`config.mk`:
```
export PLATFORM = sky130hd
export DESIGN_NAME = smasm_result_queue
export DESIGN_NICKNAME = d
export VERILOG_FILES = /design/src/hdl/smasm_pkg.sv /design/src/hdl/smasm_result_queue.sv
export SDC_FILE = /design/constraint.sdc
export NUM_CORES = 1
export LEC_CHECK = 0
export ABC_AREA = 1
export BUFFER_PORTS_ARGS = -buffer_cell sky130_fd_sc_hd__buf_2
export CELL_PAD_IN_SITES_DETAIL_PLACEMENT = 2
export CELL_PAD_IN_SITES_GLOBAL_PLACEMENT = 2
export CORE_ASPECT_RATIO = 0.6
export CORE_MARGIN = 2
export CORE_UTILIZATION = 25
export DETAILED_ROUTE_END_ITERATION = 8
export GPL_ROUTABILITY_DRIVEN = 0
export PLACE_DENSITY = 0.56
export SLEW_MARGIN = 10
export SYNTH_ARGS = -nofsm -noshare
export SYNTH_HDL_FRONTEND = slang
export SYNTH_SLANG_ARGS = --single-unit
export TNS_END_PERCENT = 30
```
`constraint.sdc`:
```
create_clock -name clock -period 3.5 [get_ports clock]
set_input_delay 1.05 -clock clock [delete_from_list [all_inputs] [get_ports clock]]
set_output_delay 1.05 -clock clock [all_outputs]
set_load 0.005 [all_outputs]
```
`src/hdl/smasm_pkg.sv`:
```
// shared types, constants and helpers of the symmetric 3x3 matrix add/subtract/multiply core
package smasm_pkg;

   localparam int DATA_W            = 32;
   localparam int IDX_W             = 2;
   localparam int CSR_ADDR_W        = 3;
   localparam int FRAC_BITS_DEFAULT = 16;
   localparam int QUEUE_DEPTH       = 4;
   localparam int QUEUE_CNT_W       = $clog2(QUEUE_DEPTH + 1);

   typedef logic [1:0] mode_type;

   localparam mode_type MODE_ADD = 2'd0;
   localparam mode_type MODE_SUB = 2'd1;
   localparam mode_type MODE_MUL = 2'd2;

   localparam logic [CSR_ADDR_W-1:0] REG_MODE     = 3'd0;
   localparam logic [CSR_ADDR_W-1:0] REG_ENTRY_00 = 3'd1;
   localparam logic [CSR_ADDR_W-1:0] REG_ENTRY_01 = 3'd2;
   localparam logic [CSR_ADDR_W-1:0] REG_ENTRY_02 = 3'd3;
   localparam logic [CSR_ADDR_W-1:0] REG_ENTRY_11 = 3'd4;
   localparam logic [CSR_ADDR_W-1:0] REG_ENTRY_12 = 3'd5;
   localparam logic [CSR_ADDR_W-1:0] REG_ENTRY_22 = 3'd6;

   localparam logic [IDX_W-1:0] LAST_IDX = 2'd2;

   typedef struct packed {
      logic signed [DATA_W-1:0] e00;
      logic signed [DATA_W-1:0] e01;
      logic signed [DATA_W-1:0] e02;
      logic signed [DATA_W-1:0] e11;
      logic signed [DATA_W-1:0] e12;
      logic signed [DATA_W-1:0] e22;
   } sym_type;

   typedef struct packed {
      logic signed [DATA_W-1:0] element;
      logic [IDX_W-1:0]         row;
      logic [IDX_W-1:0]         col;
      mode_type                 mode;
      logic                     last;
   } item_type;

   typedef struct packed {
      logic                        burst;
      logic [IDX_W-1:0]            row;
      logic [IDX_W-1:0]            col;
      logic                        last;
      logic [2:0][DATA_W-1:0]      value;
   } result_type;

   function automatic logic signed [DATA_W-1:0] stored_at(sym_type s, logic [IDX_W-1:0] r,
                                                          logic [IDX_W-1:0] c);
      logic [IDX_W-1:0]         lo;
      logic [IDX_W-1:0]         hi;
      logic signed [DATA_W-1:0] v;
      lo = (r < c) ? r : c;
      hi = (r < c) ? c : r;
      if (lo == 2'd0) begin
         if (hi == 2'd0) begin
            v = s.e00;
         end else if (hi == 2'd1) begin
            v = s.e01;
         end else begin
            v = s.e02;
         end
      end else if (lo == 2'd1) begin
         v = (hi == 2'd1) ? s.e11 : s.e12;
      end else begin
         v = s.e22;
      end
      return v;
   endfunction

endpackage

```
`src/hdl/smasm_result_queue.sv`:
```
// result queue: one entry per single result or three-result column burst, unpacked at the output
module smasm_result_queue (
   input  logic                                   clock,
   input  logic                                   reset,
   input  logic                                   push_valid,
   input  smasm_pkg::result_type                  push_data,
   output logic [smasm_pkg::QUEUE_CNT_W-1:0]      count,
   output logic                                   rsp_valid,
   input  logic                                   rsp_ready,
   output logic [smasm_pkg::IDX_W-1:0]            rsp_out_row,
   output logic [smasm_pkg::IDX_W-1:0]            rsp_out_col,
   output logic signed [smasm_pkg::DATA_W-1:0]    rsp_out_value,
   output logic                                   rsp_matrix_done
);

   localparam int DEPTH = smasm_pkg::QUEUE_DEPTH;
   localparam int PTR_W = $clog2(DEPTH);
   localparam int CNT_W = smasm_pkg::QUEUE_CNT_W;

   smasm_pkg::result_type mem_ff [DEPTH];
   smasm_pkg::result_type head;

   logic [PTR_W-1:0] wr_ptr_ff, wr_ptr_in;
   logic [PTR_W-1:0] rd_ptr_ff, rd_ptr_in;
   logic [CNT_W-1:0] count_ff, count_in;
   logic [1:0]       sub_ff, sub_in;
   logic             beat;
   logic             pop;
   logic             sub_last;

   always_comb begin
      head      = mem_ff[rd_ptr_ff];
      rsp_valid = (count_ff != '0);
      beat      = rsp_valid && rsp_ready;
      sub_last  = (sub_ff == smasm_pkg::LAST_IDX);
      pop       = beat && (!head.burst || sub_last);

      if (pop) begin
         sub_in = 2'd0;
      end else if (beat) begin
         sub_in = sub_ff + 2'd1;
      end else begin
         sub_in = sub_ff;
      end

      wr_ptr_in = push_valid ? PTR_W'(wr_ptr_ff + 1'b1) : wr_ptr_ff;
      rd_ptr_in = pop ? PTR_W'(rd_ptr_ff + 1'b1) : rd_ptr_ff;
      count_in  = count_ff + CNT_W'(push_valid) - CNT_W'(pop);

      count           = count_ff;
      rsp_out_row     = head.burst ? sub_ff : head.row;
      rsp_out_col     = head.col;
      rsp_out_value   = head.value[sub_ff];
      rsp_matrix_done = head.last && (!head.burst || sub_last);
   end

   always_ff @(posedge clock) begin
      if (reset) begin
         wr_ptr_ff <= '0;
         rd_ptr_ff <= '0;
         count_ff  <= '0;
         sub_ff    <= 2'd0;
      end else begin
         wr_ptr_ff <= wr_ptr_in;
         rd_ptr_ff <= rd_ptr_in;
         count_ff  <= count_in;
         sub_ff    <= sub_in;
      end
   end

   always_ff @(posedge clock) begin
      if (push_valid) begin
         mem_ff[wr_ptr_ff] <= push_data;
      end
   end

endmodule

```
Word-level counts from Yosys, hierarchy flattened. Memory sizes are Yosys's and may differ from the RTL's. A register that Yosys moved wholly into a read port is not among the register bits. Index checks and enable logic that the tools add are counted. W data, S select, Z words.

Memory bits (writable): 408. Bits in registers: 9. Word-level logic and storage cells: 26. Memories: 1.

$lt $le $gt $ge: 1. Equality and inequality tests: 1. Add/subtract/negate cells: 5. Reductions and logical operators: 7. Mux-type cells: 7.

Memory list: mem_ff (words 4, width 102, rd ports 1, clocked after Yosys merged registers in 1, write ports 1, line smasm_result_queue.sv:20) `smasm_pkg::result_type mem_ff [DEPTH];`.

Operators by type and width (count): $bmux W32 S2 (1); $mux W32 (1); $add A2 B1 Y2 const B (3); $mux W2 (3); $add A3 B1 Y3 (1); $logic_and A1 B1 Y1 (3); $lt A2 B3 Y1 const B (1); $reduce_bool A3 Y1 (1); $sub A3 B1 Y3 (1); $eq A2 B2 Y1 const B (1); $mux W1 (2); $reduce_or A2 Y1 (1); $logic_not A1 Y1 (1); $logic_or A1 B1 Y1 (1).

Logic depth before layout (Yosys ltp).
Depth after elaboration: 5. Depth in mapped cells: 15.

Worst setup path before layout. No wires, ideal clock.

Kind: input-to-reg. From: input port push_valid. To: memory mem_ff[2][0] (netlist name), enable pin. Path slack: -9 ps. Buffers on the path: 0. Cell stages on the path: 2. Required time: 3045 ps. Arrival time: 3053 ps. Cells stage by stage: nand2_1 inv_1.

Cells in the longest elaborated chain, start to end: 2.

Ends and longest elaborated chain: from (decl) (line smasm_result_queue.sv:5) `input logic push_valid,`; $mux W1 (line smasm_result_queue.sv:72) `if (push_valid) begin`; $mux W1 (not written as such) (line smasm_result_queue.sv:73) `mem_ff[wr_ptr_ff] <= push_data;`; to (decl) (line smasm_result_queue.sv:20).

Every way passes these cells.

==> metrics.txt <==
internal reg-to-reg setup slack between 0.6 and 0.7 ns; GRT Residual Overflow 0; startpoint types register; WHS 0.492 ns; largest net degree at the start of global routing 103; WS Path Type reg -> out; Hold WC Path Type reg -> reg; I/O Pins 147; pwr dens between 600 and 700 mW/mm²; clock root cell clkbuf_16; hold buffer count at cts 0; CTS tree built; Starting Density 0.252; Die Y 204 µm; Die W approximately 340 µm; Worst Hold End rd_ptr_ff[0]; Clk pin slew, worst setup/hold paths 0.06 ns; RSZ-0062 raised after global routing yes; number of CTS-inserted buffers 46; vias in the first global route 11600; cells after synthesis around 1300; num rows 73; Hold Path Cell Cnt 2; Setup Viol. Count Final 0; layout cells sized above 1 0.171; clk sinks 419; Area growth, synth to finish 20.5%; max_cap viols 0; Cell variety after synth 25; Peak VDD IR between 0.3 and 0.4 mV; die area 0.0688 mm²; dpl hpwl 32300 µm; synthesized cell area 0.0167 mm²; multi-input logic area around 0.0036 mm²; max_slew headroom 0.497; Synthesized Nets 1454; Clock Skew approximately 0.012 ns; worst r2r src sub_ff[0]; highest clock rate between 200 and 300 MHz; Routed WL 53400 µm; Worst Tran Pin Value 0.754 ns; max-slew violation count 0; data required time of the critical path between 2 and 2.5 ns; initial antenna violation count 24; Syn. warnings 0; sequential share of the synthesized area 0.749; DRC viols 0; Yosys reg bits 419; fillers 6958; crit share post-route 0.978; leakage power 7.12 nW; Critical R2R Capture count[2]; min-delay src rd_ptr_ff[0]; total track usage 0.155; Core Area 0.0660 mm²; First-pass DRT Iterations 4; register area 0.0125 mm²; vias post-DR 10900; Nets 1602; final instance area approximately 0.02 mm²; minimum clock period 3.42 ns; Port Buf Inserts 146; CTS max path bufs 3; global-route wire length before repair between 70000 and 80000 µm; CTS HTree Levels 2; Final Hold Fails 0; Worst-Skew Late Latency 0.58 ns; CP endpoint kind output pin; DR iter-0 viols approximately 660; FF-to-FF path depth 12; Final ANT Viol Nets 0; status finished, final reports clean; WL per Instance ~22 µm; dpl cell area roughly 0.019 mm²; worst endpoint data arrival time 2.37 ns; critical-path maximum fanout 42; mean number of vias per cell 4.50; syn avg cell area 12.4 µm²; Final Core Density 0.304
[critical path: stages, from the launching register on]
cell     delay [ns]
dfxtp_4        0.40
inv_8          0.25
buf_12         0.24
buf_12         0.21
nor2_1         0.06
o22ai_1        0.26
nand2_1        0.11
nand2_1        0.10
buf_2          0.12
[cells by family after synthesis]
logic type,share of synthesized area
AO/OA/AOI/OAI,0.0677
XOR/XNOR,0.00158
adder cells (fa/ha/maj),0.00646
buffers and inverters,0.0339
flip-flops,0.749
AND/OR/NAND/NOR,0.141
[through the flow]
| step | setup slack (ns) | total power, W | TNS (ns) | cells |
|---|---|---|---|---|
| floorplan | -0.00882 | 0.00739 | -1.80 | 1340 |
| global placement | 0.448 | 0.00867 | 0 | 2338 |
| detailed placement | 0.505 | 0.00873 | 0 | 2338 |
| CTS | -0.00121 | 0.0136 | -0.00121 | 2425 |
| global route | -0.0896 | 0.0141 | -0.617 | 2425 |
| finish | 0.0762 | 0.0134 | 0 | 2430 |
[Yosys cell counts]
cell      instances  area (µm²)
nand3_2           1        10.0
a21oi_1           4        20.0
clkbuf_1         31         116
edfxtp_1        408       12300
nor2_1          277        1040
buf_4            13        97.6
buf_6            10         113
clkinv_1          2        7.51
xor2_1            3        26.3
o21ai_1          35         175
nand2_1         211         792
o21ai_0         140         701
inv_1            21        78.8
nand2_2           1        6.26
fa_1              1        20.0
buf_1             5        18.8
ha_1              7        87.6
buf_2            20         100
nand3_1          98         490
inv_6             1        8.76
buf_12            1        20.0
inv_2             1        3.75
o22ai_1          37         231
nand3_4           1        17.5
dfxtp_1          11         220
[final cells by class]
type	instances	area share
antenna	5	0.000624
clock buffer	55	0.0622
clock inverter	30	0.0102
inverter	25	0.00611
multi-input combinational	816	0.181
sequential	419	0.622
tap	900	0.0561
timing repair buffer	180	0.0611
[flip-flops by register name, indices dropped and copies added, names as in the netlist, named ones only]
signal,count
sub_ff,2
rd_ptr_ff,2
mem_ff,408
wr_ptr_ff,2
count,3
[where the power goes]
part	internal, W	switching (W)
clock	0.00275	0.00205
sequential	0.00575	0.000102
combinational	0.000857	0.00187
[metal layers]
layer,vias up,share of wire,GRT usage
met5,-,0.0022,0
met4,22,0.013,0.0317
met3,72,0.058,0.0458
met2,178,0.43,0.232
met1,5596,0.50,0.223
li1,5058,-,-
[worst max-delay path by stage]
stage	from	end	slack [ns]	cells after the start
after detailed placement	register	rsp_out_value[13]	0.51	8
after floorplan	push_valid	mem_ff[0][0]	-0.009	2
after CTS	register	rsp_out_value[25]	-0.001	8
after global routing	register	rsp_out_value[18]	-0.09	6
after global placement	register	rsp_out_value[13]	0.45	8
final	register	rsp_out_value[25]	0.08	8
[cell usage in the layout, fill, tap and decap left out, types with 2 or more instances in the layout]
cell and count:
ha_1 7, nand2_1 211, clkinv_2 12, clkinv_1 16, clkbuf_1 6, inv_1 17, edfxtp_1 408, o21ai_1 35
nor2_1 276, o21ai_0 140, nand3_2 4, dfxtp_4 2, dfxtp_1 8, inv_6 2, a21oi_1 4, buf_12 14
buf_16 2, o22ai_1 37, clkinvlp_4 2, bufinv_16 3, clkbuf_16 49, diode_2 5, nand3_1 95, buf_2 146
buf_4 17, xor2_1 3
[what timing repair did]
action / 4_1_cts / 5_1_grt
endpoints found under the setup margin: 15 / 15
setup buffers: 1 / 0
gates resized for setup: 6 / 1
cloned: 1 / 0
(Power assumes the default switching activity.)
